## config.mk

```make
export PLATFORM = sky130hd
export DESIGN_NAME = q931_ie_finder_top
export DESIGN_NICKNAME = d
export VERILOG_FILES = /design/src/rtl/q931f_pkg.sv /design/src/rtl/q931f_scan.sv /design/src/rtl/q931f_oreg.sv /design/src/rtl/q931_ie_finder_top.sv
export VERILOG_INCLUDE_DIRS = /design/src /design/src/rtl
export SDC_FILE = /design/constraint.sdc
export NUM_CORES = 1
export LEC_CHECK = 0
export ABC_AREA = 1
export BUFFER_PORTS_ARGS = -buffer_cell sky130_fd_sc_hd__buf_2
export CAP_MARGIN = 40
export CORE_MARGIN = 2
export CORE_UTILIZATION = 50
export DETAILED_ROUTE_END_ITERATION = 6
export PLACE_DENSITY = 0.77
export REMOVE_ABC_BUFFERS = 1
export SLEW_MARGIN = 20
export SYNTH_ARGS = -nofsm -noshare
export SYNTH_HDL_FRONTEND = slang
export SYNTH_SLANG_ARGS = --single-unit
```

## constraint.sdc

```tcl
create_clock -name clk -period 5 [get_ports clk]
set_input_delay 1 -clock clk [delete_from_list [all_inputs] [get_ports clk]]
set_output_delay 1 -clock clk [all_outputs]
set_load 0.05 [all_outputs]
```

## src/rtl/q931_ie_finder_top_macros.svh

```systemverilog
// ----------------------------------------------------------------------------
// q931_ie_finder_top_macros.svh
// Assertion macros shared by the information element finder RTL.
// ----------------------------------------------------------------------------
`ifndef Q931_IE_FINDER_TOP_MACROS_SVH
`define Q931_IE_FINDER_TOP_MACROS_SVH

// same-cycle implication, checked on clk, off while arst_n is low
`define Q931F_ASSERT_IMP(lbl, ante, cons) \
	lbl: assert property (@(posedge clk) disable iff (!arst_n) (ante) |-> (cons)) \
		else $error("implication check failed");

// next-cycle implication
`define Q931F_ASSERT_NXT(lbl, ante, cons) \
	lbl: assert property (@(posedge clk) disable iff (!arst_n) (ante) |=> (cons)) \
		else $error("next-cycle check failed");

`endif

```

## src/rtl/q931f_pkg.sv

```systemverilog
// ----------------------------------------------------------------------------
// q931f_pkg
// Types and constants of the Q.931 information element finder.
// ----------------------------------------------------------------------------
package q931f_pkg;

	localparam logic [10:0] MaxMessageBytes = 11'd1024;

	localparam logic [3:0] ShiftNibble = 4'h9;

	typedef enum logic [2:0] {
		PH_IDLE  = 3'd0,
		PH_CRLEN = 3'd1,
		PH_CRREF = 3'd2,
		PH_MTYPE = 3'd3,
		PH_IE    = 3'd4,
		PH_LEN   = 3'd5,
		PH_SKIP  = 3'd6
	} phase_t;

	typedef struct packed {
		logic [7:0]  msg_byte;
		logic        first;
		logic [10:0] msg_length;
		logic [7:0]  wanted_ie;
		logic [2:0]  wanted_codeset;
	} item_t;

	typedef struct packed {
		logic       found;
		logic [9:0] position;
		logic       single_octet;
	} result_t;

	// scanner to output stage
	typedef struct packed {
		logic    emit;
		result_t res;
	} scan_out_t;

endpackage

```

## src/rtl/q931f_scan.sv

```systemverilog
// ----------------------------------------------------------------------------
// q931f_scan
// Per-octet message scanner: state registers and next-state logic.
// ----------------------------------------------------------------------------
module q931f_scan (
	input  logic                  clk,
	input  logic                  arst_n,
	input  q931f_pkg::item_t      item,
	input  logic                  item_valid,
	input  logic                  advance,
	output q931f_pkg::scan_out_t  sout
);

	q931f_pkg::phase_t phase_q, phase_d;
	logic [7:0]  skip_q, skip_d;
	logic [9:0]  idx_q, idx_d;
	logic [10:0] total_q, total_d;
	logic [7:0]  tgt_ie_q, tgt_ie_d;
	logic [2:0]  tgt_cs_q, tgt_cs_d;
	logic [2:0]  act_cs_q, act_cs_d;
	logic [2:0]  lock_cs_q, lock_cs_d;
	logic        pend_q, pend_d;
	logic        decided_q, decided_d;

	logic        cont;
	logic        emit;
	logic        is_shift;
	logic [2:0]  cs_now;
	logic [10:0] len_in;
	logic [10:0] room;
	logic [7:0]  b;
	q931f_pkg::result_t res;

	assign b = item.msg_byte;
	assign room = total_q - {1'b0, idx_q} - 11'd1;

	always_comb begin
		phase_d   = phase_q;
		skip_d    = skip_q;
		idx_d     = idx_q;
		total_d   = total_q;
		tgt_ie_d  = tgt_ie_q;
		tgt_cs_d  = tgt_cs_q;
		act_cs_d  = act_cs_q;
		lock_cs_d = lock_cs_q;
		pend_d    = pend_q;
		decided_d = decided_q;
		cont      = 1'b0;
		emit      = 1'b0;
		res       = '0;
		is_shift  = (b[7:4] == q931f_pkg::ShiftNibble);
		cs_now    = act_cs_q;
		len_in    = item.msg_length;

		if (item.first) begin
			if (len_in == 11'd0)
				len_in = 11'd1;
			if (len_in > q931f_pkg::MaxMessageBytes)
				len_in = q931f_pkg::MaxMessageBytes;
			total_d   = len_in;
			tgt_ie_d  = item.wanted_ie;
			tgt_cs_d  = item.wanted_codeset;
			act_cs_d  = '0;
			lock_cs_d = '0;
			pend_d    = 1'b0;
			skip_d    = '0;
			idx_d     = '0;
			decided_d = 1'b0;
			phase_d   = q931f_pkg::PH_CRLEN;
			cont      = 1'b1;
		end else if (!decided_q) begin
			cont = 1'b1;
			case (phase_q)
				q931f_pkg::PH_CRLEN: begin
					skip_d  = {4'd0, b[3:0]};
					phase_d = (b[3:0] != 4'd0) ? q931f_pkg::PH_CRREF : q931f_pkg::PH_MTYPE;
				end
				q931f_pkg::PH_CRREF: begin
					skip_d = skip_q - 8'd1;
					if (skip_d == 8'd0)
						phase_d = q931f_pkg::PH_MTYPE;
				end
				q931f_pkg::PH_MTYPE: begin
					phase_d = q931f_pkg::PH_IE;
				end
				q931f_pkg::PH_IE: begin
					if (is_shift) begin
						cs_now = b[2:0];
						if (!b[3])
							lock_cs_d = b[2:0];
					end
					act_cs_d = cs_now;
					if (cs_now == tgt_cs_q) begin
						if (b == tgt_ie_q) begin
							if (b[7]) begin
								emit         = 1'b1;
								res.found    = 1'b1;
								res.position = idx_q;
								res.single_octet = 1'b1;
							end else begin
								pend_d = 1'b1;
							end
						end else if (b > tgt_ie_q && !b[7]) begin
							emit = 1'b1;
						end
					end
					if (!b[7])
						phase_d = q931f_pkg::PH_LEN;
					if (!is_shift)
						act_cs_d = lock_cs_d;
				end
				q931f_pkg::PH_LEN: begin
					if (pend_q) begin
						emit = 1'b1;
						if ({3'd0, b} <= room) begin
							res.found    = 1'b1;
							res.position = idx_q;
						end
					end else begin
						skip_d  = b;
						phase_d = (b != 8'd0) ? q931f_pkg::PH_SKIP : q931f_pkg::PH_IE;
					end
				end
				q931f_pkg::PH_SKIP: begin
					skip_d = skip_q - 8'd1;
					if (skip_d == 8'd0)
						phase_d = q931f_pkg::PH_IE;
				end
				default: begin
					cont = 1'b0;
				end
			endcase
		end

		if (cont && !emit) begin
			if (({1'b0, idx_d} + 11'd1) >= total_d)
				emit = 1'b1;
			else
				idx_d = idx_d + 10'd1;
		end

		if (emit) begin
			decided_d = 1'b1;
			phase_d   = q931f_pkg::PH_IDLE;
			pend_d    = 1'b0;
		end
	end

	always_ff @(posedge clk or negedge arst_n) begin
		if (!arst_n) begin
			phase_q   <= q931f_pkg::PH_IDLE;
			skip_q    <= '0;
			idx_q     <= '0;
			total_q   <= '0;
			tgt_ie_q  <= '0;
			tgt_cs_q  <= '0;
			act_cs_q  <= '0;
			lock_cs_q <= '0;
			pend_q    <= 1'b0;
			decided_q <= 1'b1;
		end else if (advance) begin
			phase_q   <= phase_d;
			skip_q    <= skip_d;
			idx_q     <= idx_d;
			total_q   <= total_d;
			tgt_ie_q  <= tgt_ie_d;
			tgt_cs_q  <= tgt_cs_d;
			act_cs_q  <= act_cs_d;
			lock_cs_q <= lock_cs_d;
			pend_q    <= pend_d;
			decided_q <= decided_d;
		end
	end

	assign sout.emit = emit && item_valid;
	assign sout.res  = res;

endmodule

```

## src/rtl/q931f_oreg.sv

```systemverilog
// ----------------------------------------------------------------------------
// q931f_oreg
// Result register with valid/ready hold.
// ----------------------------------------------------------------------------
module q931f_oreg (
	input  logic                clk,
	input  logic                arst_n,
	input  logic                load,
	input  q931f_pkg::result_t  din,
	output logic                free,
	output logic                res_valid,
	input  logic                res_ready,
	output q931f_pkg::result_t  res
);

	logic               valid_q;
	q931f_pkg::result_t data_q;

	assign free      = !valid_q || res_ready;
	assign res_valid = valid_q;
	assign res       = data_q;

	always_ff @(posedge clk or negedge arst_n) begin
		if (!arst_n) begin
			valid_q <= 1'b0;
		end else if (load) begin
			valid_q <= 1'b1;
		end else if (res_ready) begin
			valid_q <= 1'b0;
		end
	end

	always_ff @(posedge clk) begin
		if (load)
			data_q <= din;
	end

endmodule

```

## src/rtl/q931_ie_finder_top.sv

```systemverilog
// A deciding octet's result is valid once it has passed the input register and then the result register.
// Throughput: one octet per cycle unless a decided result is held; the scanner state is updated once per octet.
// An octet that decides waits in the input register while a result is held.
// Reset: asynchronous, active low; scanner idle with no message open.
// ----------------------------------------------------------------------------
// q931_ie_finder_top
// Finds one information element in a Q.931 message presented octet by octet.
// ----------------------------------------------------------------------------
`include "q931_ie_finder_top_macros.svh"

module q931_ie_finder_top (
	input  logic                clk,
	input  logic                arst_n,
	input  logic                msg_valid,
	output logic                msg_ready,
	input  q931f_pkg::item_t    msg,
	output logic                res_valid,
	input  logic                res_ready,
	output q931f_pkg::result_t  res
);

	logic                 s1_valid_q;
	q931f_pkg::item_t     item_s1;
	q931f_pkg::scan_out_t sout;
	logic                 out_free;
	logic                 s1_adv;

	assign s1_adv    = s1_valid_q && (!sout.emit || out_free);
	assign msg_ready = !s1_valid_q || s1_adv;

	always_ff @(posedge clk or negedge arst_n) begin
		if (!arst_n) begin
			s1_valid_q <= 1'b0;
		end else if (msg_ready) begin
			s1_valid_q <= msg_valid;
		end
	end

	always_ff @(posedge clk) begin
		if (msg_ready && msg_valid)
			item_s1 <= msg;
	end

	q931f_scan u_scan (
		.clk        (clk),
		.arst_n     (arst_n),
		.item       (item_s1),
		.item_valid (s1_valid_q),
		.advance    (s1_adv),
		.sout       (sout)
	);

	q931f_oreg u_oreg (
		.clk       (clk),
		.arst_n    (arst_n),
		.load      (s1_adv && sout.emit),
		.din       (sout.res),
		.free      (out_free),
		.res_valid (res_valid),
		.res_ready (res_ready),
		.res       (res)
	);

	`Q931F_ASSERT_NXT(a_emit_loads, s1_adv && sout.emit, res_valid)
	`Q931F_ASSERT_IMP(a_miss_zero, res_valid && !res.found, res.position == 10'd0 && !res.single_octet)
	`Q931F_ASSERT_IMP(a_single_hit, res_valid && res.single_octet, res.found)
	`Q931F_ASSERT_IMP(a_stall_held, !msg_ready, s1_valid_q && sout.emit)

endmodule
```

Yosys cells after proc, flatten, opt, wreduce, memory -nomap -nowiden --
Cells that the tools add are included.
Storage, ports and cells: bits of input ports 35, word-level logic and storage cells 149, output and inout bits 14, flip-flop bits (word level) 96
Cells by class: add/subtract/negate cells 5, reductions and logical operators 36, eq/ne operators 17, bitwise gates (word level) 3, mux-type cells 64, magnitude comparators 4
Operator list (count):
- $mux W11 | 6
- $mux W3 | 20
- $mux W12 | 3
- $mux W10 | 3
- $mux W1 | 24
- $mux W8 | 3
- $pmux W8 S3 | 1
- $pmux W11 S2 | 1
- $pmux W3 S6 | 1
- $reduce_bool A8 Y1 | 2
- $add A10 B1 Y11 const B | 1
- $ge A11 B11 Y1 | 1
- $gt A11 B11 Y1 const B | 1
- $le A8 B11 Y1 | 1
- $logic_not A11 Y1 | 1
- $sub A11 B1 Y11 const B | 1
- $sub A11 B10 Y11 | 1
- $add A10 B1 Y10 const B | 1
- $eq A3 B3 Y1 const B | 3
- $reduce_bool A3 Y1 | 3
- $eq A8 B8 Y1 | 1
- $gt A8 B8 Y1 | 1
- $logic_not A8 Y1 | 1
- $ne A4 B2 Y1 const B | 2
- other kinds (26) | 46

Longest topological paths before layout --
Gate-level depths: netlist (run 1).
depth in word-level cells 19, mapped depth 25, depth with buffers taken out 22

Hierarchy --
A second synthesis (run 1) with hierarchy kept.
Unflattened totals: cells, all modules 667, area, all modules 5735.5 µm²
Modules (own cells, without submodules):
- q931f_scan | area an instance 4329.2 µm², cells an instance 609, instances 1, sequential area each 1277.5 µm²
- q931_ie_finder_top | area an instance 1001.0 µm², cells an instance 41, instances 1, sequential area each 955.9 µm²
- q931f_oreg | area an instance 405.4 µm², cells an instance 17, instances 1, sequential area each 385.4 µm²

Least setup slack after synthesis (run 1) --
No wires, ideal clock.
kind register to register, start register item_s1[22] in the netlist's numbering, end register item_s1[0] in the netlist's numbering (enable), period minus slack after synthesis 4397 ps, arrival 4011 ps, setup time 386 ps, cell stages (with the launch flop) 21, setup slack 603 ps, buffers on the path 2, required time 4614 ps, path through edfxtp_1 > buf_2 > buf_1 > nor2_1 > ha_1 > nand3_1 > nor2_1 > nand2_1 > nor3_1 > nand3_1 > nand2_1 > inv_1 > ha_1 > a21oi_1 > o21a_1 > nand4_1 > nand2_1 > nand2_4 > nand3_1 > nand2_1 > inv_1
Between the ends: cells in the longest elaborated chain, start to end 11, elaborated cells between the ends (all ways) 16, those cells by class 1 x add/sub; 1 x order compare; 6 x mux; 8 x reduce/logical
RTL lines:
- from (decl) | line q931_ie_finder_top.sv:23 | q931f_pkg::item_t item_s1;
- from (signal assigned) | line q931_ie_finder_top.sv:41 | item_s1 <= msg;
- $mux W10 | line q931f_scan.sv:55 | if (item.first) begin
- $add A10 B1 Y11 | line q931f_scan.sv:136 | if (({1'b0, idx_d} + 11'd1) >= total_d)
- $ge A11 B11 Y1 | line q931f_scan.sv:136
- $mux W1 | line q931f_scan.sv:136
- $mux W1 (*) | line q931f_scan.sv:135 | if (cont && !emit) begin
- $logic_and A1 B1 Y1 (*) | line q931f_scan.sv:175 | assign sout.emit = emit && item_valid;
- $logic_not A1 Y1 (*) | line q931_ie_finder_top.sv:28 | assign s1_adv = s1_valid_q && (!sout.emit || out_free);
- $logic_or A1 B1 Y1 (*) | line q931_ie_finder_top.sv:28
- $logic_and A1 B1 Y1 (*) | line q931_ie_finder_top.sv:28
- $logic_or A1 B1 Y1 (*) | line q931_ie_finder_top.sv:29 | assign msg_ready = !s1_valid_q || s1_adv;
- via msg_ready | line q931_ie_finder_top.sv:15 | output logic msg_ready,
- $logic_and A1 B1 Y1 (*) | line q931_ie_finder_top.sv:40 | if (msg_ready && msg_valid)
Mark *: on every way through the listed nets, which the timed path passes. The rest lies on a longest branch. A chain may end at the register's enable or synchronous reset.

Worst setup path after layout (run 1) --
start register item_s1[22] in the netlist's numbering, end output port msg_ready
Between the ends: cells in the longest elaborated chain, start to end 10, elaborated cells between the ends (all ways) 15, those cells by class 1 x add/sub; 1 x order compare; 6 x mux; 7 x reduce/logical
RTL lines (line):
- $mux W10 | q931f_scan.sv:55
- $add A10 B1 Y11 | q931f_scan.sv:136
- $ge A11 B11 Y1 | q931f_scan.sv:136
- $mux W1 | q931f_scan.sv:136
- $mux W1 (*) | q931f_scan.sv:135
- $logic_and A1 B1 Y1 (*) | q931f_scan.sv:175
- $logic_not A1 Y1 (*) | q931_ie_finder_top.sv:28
- $logic_or A1 B1 Y1 (*) | q931_ie_finder_top.sv:28
- $logic_and A1 B1 Y1 (*) | q931_ie_finder_top.sv:28
- $logic_or A1 B1 Y1 (*) | q931_ie_finder_top.sv:29
- to (decl) | q931_ie_finder_top.sv:15
Every way passes the cells marked *; elsewhere a longest branch is shown, timed or not.

==> results of run 1 <==
[layer usage]
metal / GRT usage / up-vias / routed length (um)
met4: 0.0749 / 0 / 183
met5: 0 / - / 0
met2: 0.347 / 162 / 6010
met1: 0.295 / 2241 / 5720
met3: 0.0370 / 16 / 843
li1: - / 2421 / -
[power by group]
part | leakage, uW | internal [uW] | switching, uW
Clock | 0.000135 | 366 | 300
Sequential | 0.00111 | 934 | 87.7
Combinational | 0.00184 | 343 | 622
[worst max-delay path: cells and delay by family, from the launching register on]
family	cells	cell delay (ns)
XOR/XNOR	1	0.18
flip-flops	1	0.52
adder cells (fa/ha/maj)	1	0.28
AND/OR/NAND/NOR	11	1.76
buffers and inverters	4	0.63
[cells in the final DEF, fill, tap and decap left out, types with 3 or more instances in the layout]
cell type and instances:
a21o_1 3, a21oi_1 23, a22oi_1 5, buf_2 48, buf_4 9, clkbuf_16 9, dfrtp_1 52, edfxtp_1 43
ha_1 40, inv_1 80, nand2_1 176, nand2_2 3, nand2_4 3, nand3_1 38, nand3b_1 4, nand4_1 21
nor2_1 62, nor2_2 3, nor3_1 9, o211ai_1 8, o21ai_0 31, o21ai_1 21, o22ai_1 5, xnor2_1 6
xor2_1 15
[kinds of logic (layout without fill, tap and decap cells)]
| family | count (synthesis) | after routing | synth area share |
|---|---|---|---|
| simple gates | 323 | 323 | 0.240 |
| compound gates | 110 | 110 | 0.111 |
| flops | 96 | 96 | 0.454 |
| buf+inv | 101 | 157 | 0.0733 |
| xor+xnor | 21 | 21 | 0.0319 |
| fa+ha+maj | 41 | 41 | 0.0902 |
[area by class of cell]
| type | count | area (um2) | share of cell area |
|---|---|---|---|
| clock buffer | 12 | 256 | 0.0398 |
| clock inverter | 4 | 28.8 | 0.00446 |
| inverter | 83 | 313 | 0.0485 |
| multi-input combinational | 495 | 2740 | 0.425 |
| sequential | 96 | 2620 | 0.406 |
| tap | 143 | 179 | 0.0277 |
| timing repair buffer | 58 | 313 | 0.0485 |
[timing repair]
| item | CTS | global route |
|---|---|---|
| setup buffers | 0 | 3 |
| resized for setup | 0 | 3 |
| setup endpoints to repair | 0 | 1 |
[worst min-delay path by stage]
stage / start / cells after the start / slack (ns) / end
after CTS: u_scan.tgt_ie_q[2] / 2 / 0.48 / u_scan.tgt_ie_q[2]
after global placement: u_scan.tgt_ie_q[6] / 2 / 0.45 / u_scan.tgt_ie_q[6]
after global routing: u_scan.tgt_ie_q[2] / 2 / 0.50 / u_scan.tgt_ie_q[2]
after floorplan: u_scan.pend_q / 2 / 0.44 / u_scan.pend_q
final: u_scan.tgt_ie_q[2] / 2 / 0.48 / u_scan.tgt_ie_q[2]
after detailed placement: u_scan.tgt_ie_q[2] / 2 / 0.46 / u_scan.tgt_ie_q[2]
[per-stage QoR]
| stage | hold WS, ns | utilization | setup WS [ns] | power [uW] |
|---|---|---|---|---|
| floorplan | 0.442 | - | 0.295 | 1740 |
| global placement | 0.455 | 0.542 | 0.563 | 1940 |
| detailed placement | 0.462 | 0.542 | 0.425 | 1980 |
| CTS | 0.479 | 0.567 | 0.0375 | 2640 |
| global route | 0.499 | 0.570 | -0.0511 | 2840 |
| finish | 0.475 | 0.570 | 0.260 | 2650 |
[flip-flops by register name, summed over array words and instances, names as in the netlist]
register / cells
u_scan.decided_q: 1
u_scan.phase_q: 3
u_scan.idx_q: 10
u_oreg.res_valid: 1
item_s1: 31
u_scan.pend_q: 1
u_oreg.res: 12
u_scan.act_cs_q: 3
u_scan.tgt_cs_q: 3
s1_valid_q: 1
u_scan.lock_cs_q: 3
u_scan.skip_q: 8
u_scan.total_q: 11
u_scan.tgt_ie_q: 8
==> flow_summary.ini, run 1 <==
[run_status]
status = complete, no violations

[worst_hold_path]
min_path_type = flip-flop to flip-flop

[worst_setup_path]
start_kind = flip-flop
crit_top_cell = nand3_1
r2r_start = item_s1[22]
cp_data_required_time_ns = 4.00
crit_path_cell_trace = buf_4 -> nor2_1 -> inv_1 -> nor3_2 -> nand3_1 -> nand3b_1 -> xor2_1 -> inv_1 -> ha_1 -> nand2_1 -> nor2_1 -> nand3_1 -> nand4_1 -> nand2_1 -> nand2_4 -> nand3_1 -> buf_2
cp-startpoint = item_s1[22]
worstPathArrival_ns = 3.74
critPathCaptureType = primary output
timing.rr.end = u_scan.tgt_ie_q[5]
cpPeakStageDelay_ns = 0.52
reg2reg_slack_ns = 0.86
critical_path_class = flip-flop to primary output
reg2reg_depth = 20
crit_fanout = 9
setup.worst_path.end = msg_ready
crit_slowest_cell = edfxtp_1

[logic_synthesis]
syn_inst = 692
yosys_warnings = 0
synth_edf_count = 43
synth.top_cell.area_share = 0.225
yosys_most_used_dff = dfrtp_1
synth_most_common_cell = nand2_1
synth_seq_cells = 96
synth_area_per_cell_um2 = 8.34
synth_cell_type_count = 45
async_reset_ff_frac = 0.552
synth_commonest_cells = nand2_1 (176), inv_1 (80), nor2_1 (63)
yosys-top-cells-area = dfrtp_1 (23%), edfxtp_1 (22%), nand2_1 (11%), ha_1 (8.7%), inv_1 (5.2%)
syn_area_um2 = 5770
yosys.area.top_type = dfrtp_1
ys_seq_area_frac = 0.454

[timing]
final.min_clock_period_ns = 4.74
setup_tns_ns = 0
setup_violations = 0
relSlewSlack = 0.524
worst_pin_slew_ns = 0.713
finClkSkew_ns = 0.00856
hold_viol = 0
period_share = 0.948
max_freq_mhz = 211
slew_viol_final = 0

[route]
drc = 0
drt_iter0_markers = 336
wire_per_inst_um = 14.3
drt_wl_total_mm = 12.8
dr_total_vias = 4840
postRouteAntennaNets = 0
drt-pass1-iter-count = 5
viasPerCell = 5.43

[global_routing]
grt_pass1_wl_mm = 21.7
grt_pass1_vias = 4654
grt_antenna_before_repair = 0
grt_max_degree = 54
grt-ovfl-total = 0
grt_usage = 0.215

[power_and_ir_drop]
p_leak_uw = 0.00309
p_per_area_nw_per_um2 = 411
irDropWorstVdd_mv = 0.242

[clock_tree]
cts_tree = built
hold_buffers = 0
clk_pin_slew_ns = 0.06
cts_sinks = 96
h-tree-depth = 3
clk_latency_ns = 0.35
numCtsBuffers = 9
clockRootBuffer = clkbuf_16
clockBufferDepth = 2

[floorplan]
fp.dieH_um = 111
start_util = 0.510
rows = 39
dieArea_um2 = 12400
design.core.area_um2 = 11300
boundaryPins = 49
dieWidth_um = 111

[layout]
fin_area_um2 = 6450
antenna_cells = 0
areaGrowthSynthToFinish_pct = 11.8
fin_nets = 819
layout-drive-gt1-share = 0.120
fin_cells = 891
n_fill_cell = 1019

[placement]
dpl.hpwl_mm = 9.55
gp_congestion = 0.937
dpl.cell_count = 872
portBuffers = 48
post_dp_cell_area_um2 = 6130

[flow_run]
maxCapViolations = 0
No activity file was read; power rests on OpenSTA's default activity.
==> run 2, diff against run 1 <==
- CTS_BUF_LIST: unset -> sky130_fd_sc_hd__clkbuf_8
- clock period: 5 -> 4.9 ns (I/O delays scaled with it)
==> run 2 against run 1 <==
Register-to-register slack lost 0.07 ns. Cell count is the same. Hold slack barely moved. Largest cell class unchanged. Setup slack worse by 0.015 ns. Cell area decreased by 1.7%. Die area stayed put. Clock-buffer cell count down 2. Sequential share of layout area rose by 0.71 points. Via count about the same.
==> flow_summary.ini, run 2 (synthesized netlist as in run 1, its figures left out) <==
[timing]
rsz0062_at_grt = no
setup_tns_ns = 0
finClkSkew_ns = 0.0105
relSlewSlack = 0.529
hold_viol = 0
slew_viol_final = 0
worst_pin_slew_ns = 0.705
period_share = 0.950
final.min_clock_period_ns = 4.66
max_freq_mhz = 215
setup_violations = 0
holdWs_ns = 0.475

[worst_setup_path]
r2r_start = item_s1[22]
cp_data_required_time_ns = 3.92
reg2reg_slack_ns = 0.79
crit_fanout = 7
start_kind = flip-flop
crit_top_cell = nand3_1
crit_slowest_cell = edfxtp_1
critPathCaptureType = primary output
crit_path_cell_trace = nor2_2 -> ha_1 -> nand3_1 -> nor2_1 -> nand2_1 -> nor3_1 -> nand3_1 -> nand2_1 -> inv_1 -> ha_1 -> and3_1 -> nand4_1 -> nand4_1 -> nand2_2 -> nand2_4 -> nand3_1 -> buf_2
cpPeakStageDelay_ns = 0.53
critical_path_class = flip-flop to primary output
worstPathArrival_ns = 3.68
critPathBufInv = 2
reg2reg_depth = 20
crit_family = simple AND/OR/NAND/NOR gates
timing.rr.end = u_scan.tgt_ie_q[7]

[global_routing]
grt_pass1_wl_mm = 21.1
grt-ovfl-total = 0
grt_max_degree = 54
grt_usage = 0.210
grt_antenna_before_repair = 0
grt_pass1_vias = 4580

[power_and_ir_drop]
switching_share = 0.400
pwr-share-seq = 0.415
finalPower_uw = 2500
comb_power_share = 0.396
p_leak_uw = 0.00305
p_switching_uw = 1000
p_per_area_nw_per_um2 = 395
p_clk_frac = 0.190
power.internal_uw = 1500
irDropWorstVdd_mv = 0.214

[layout]
n_fill_cell = 1024
regMostFlops = item_s1
final_cell_mix = nand2_1 (175), inv_1 (81), nor2_1 (62)
largest_reg_flops = 31
final_common_cell = nand2_1
layout-drive-gt1-share = 0.120
areaGrowthSynthToFinish_pct = 9.84
fin_nets = 819
antenna_cells = 0

[floorplan]
design.core.area_um2 = 11300
boundaryPins = 49
dieArea_um2 = 12400
dieWidth_um = 111
fp.dieH_um = 111
rows = 39
start_util = 0.510

[clock_tree]
clockBufferDepth = 2
clk_latency_ns = 0.38
hold_buffers = 0
cts_sinks = 96
cts_tree = built
h-tree-depth = 3
clockRootBuffer = clkbuf_8
clk_pin_slew_ns = 0.09
numCtsBuffers = 9

[route]
wire_per_inst_um = 14.1
drt-pass1-iter-count = 5
postRouteAntennaNets = 0
viasPerCell = 5.44
dr_total_vias = 4843
drt_iter0_markers = 271
drt_wl_total_mm = 12.6
drc = 0

[placement]
portBuffers = 48
gp_congestion = 0.935
dpl.hpwl_mm = 9.57

[worst_hold_path]
hold_end = u_scan.tgt_ie_q[5]
min_from = u_scan.tgt_ie_q[5]
min_path_type = flip-flop to flip-flop
min_path_cells = 2

[run_status]
status = complete, no violations

[flow_run]
maxCapViolations = 0
run 2: cell types whose count changed in the layout (fill, tap and decap cells not counted), sizes merged:
cell / before / now
buf: 57 / 58
clkinvlp: 2 / 0
clkbuf: 13 / 10
clkinv: 2 / 5
inv: 83 / 84
run 2: repair_timing:
action,4_1_cts,5_1_grt
setup buffers,0,2
gates resized for setup,0,3
setup endpoints to repair,0,1
run 2: cell type report:
class                           count  area, um2  share of cell area
Clock buffer                       10        138              0.0217
Clock inverter                      6       36.3             0.00572
Inverter                           83        313              0.0493
Multi-Input combinational cell    495       2740               0.432
Sequential cell                    96       2620               0.413
Tap cell                          143        179              0.0282
Timing Repair Buffer               58        315              0.0497
run 2: through the flow:
| step | cells | utilization | area [um2] | worst slack [ns] |
|---|---|---|---|---|
| after floorplan | 674 | - | 5660 | 0.195 |
| after global placement | 873 | 0.542 | 6140 | 0.596 |
| after detailed placement | 873 | 0.542 | 6140 | 0.473 |
| after CTS | 889 | 0.558 | 6310 | 0.0469 |
| after global routing | 891 | 0.560 | 6340 | 0.0103 |
| final | 891 | 0.560 | 6340 | 0.244 |
run 2: worst max path at each step:
stage / cells after the start / start / to / slack, ns
floorplan: 18 / item_s1[22] / item_s1[0] / 0.20
global placement: 17 / item_s1[22] / msg_ready / 0.60
detailed placement: 17 / item_s1[22] / msg_ready / 0.47
CTS: 17 / item_s1[22] / msg_ready / 0.05
global route: 17 / item_s1[22] / msg_ready / 0.01
finish: 17 / item_s1[22] / msg_ready / 0.24
run 2: metal layers:
metal / vias up / wire length [um] / GRT usage
li1: 2420 / - / -
met1: 2255 / 5760 / 0.286
met2: 145 / 5820 / 0.338
met3: 23 / 714 / 0.0321
met4: 0 / 274 / 0.0872
met5: - / 0 / 0
run 2: worst min-delay path, delay by kind of cell (launching register included):
| family | cells | cell delay [ns] |
|---|---|---|
| simple gates | 2 | 0.10 |
| flops | 1 | 0.35 |
run 2: power by group through the flow:
stage | clock network (uW) | registers [uW] | logic, uW
floorplan | 0 | 1060 | 715
global placement | 0 | 1050 | 933
detailed placement | 0 | 1060 | 968
CTS | 484 | 1040 | 972
global route | 513 | 1050 | 1120
finish | 475 | 1040 | 991
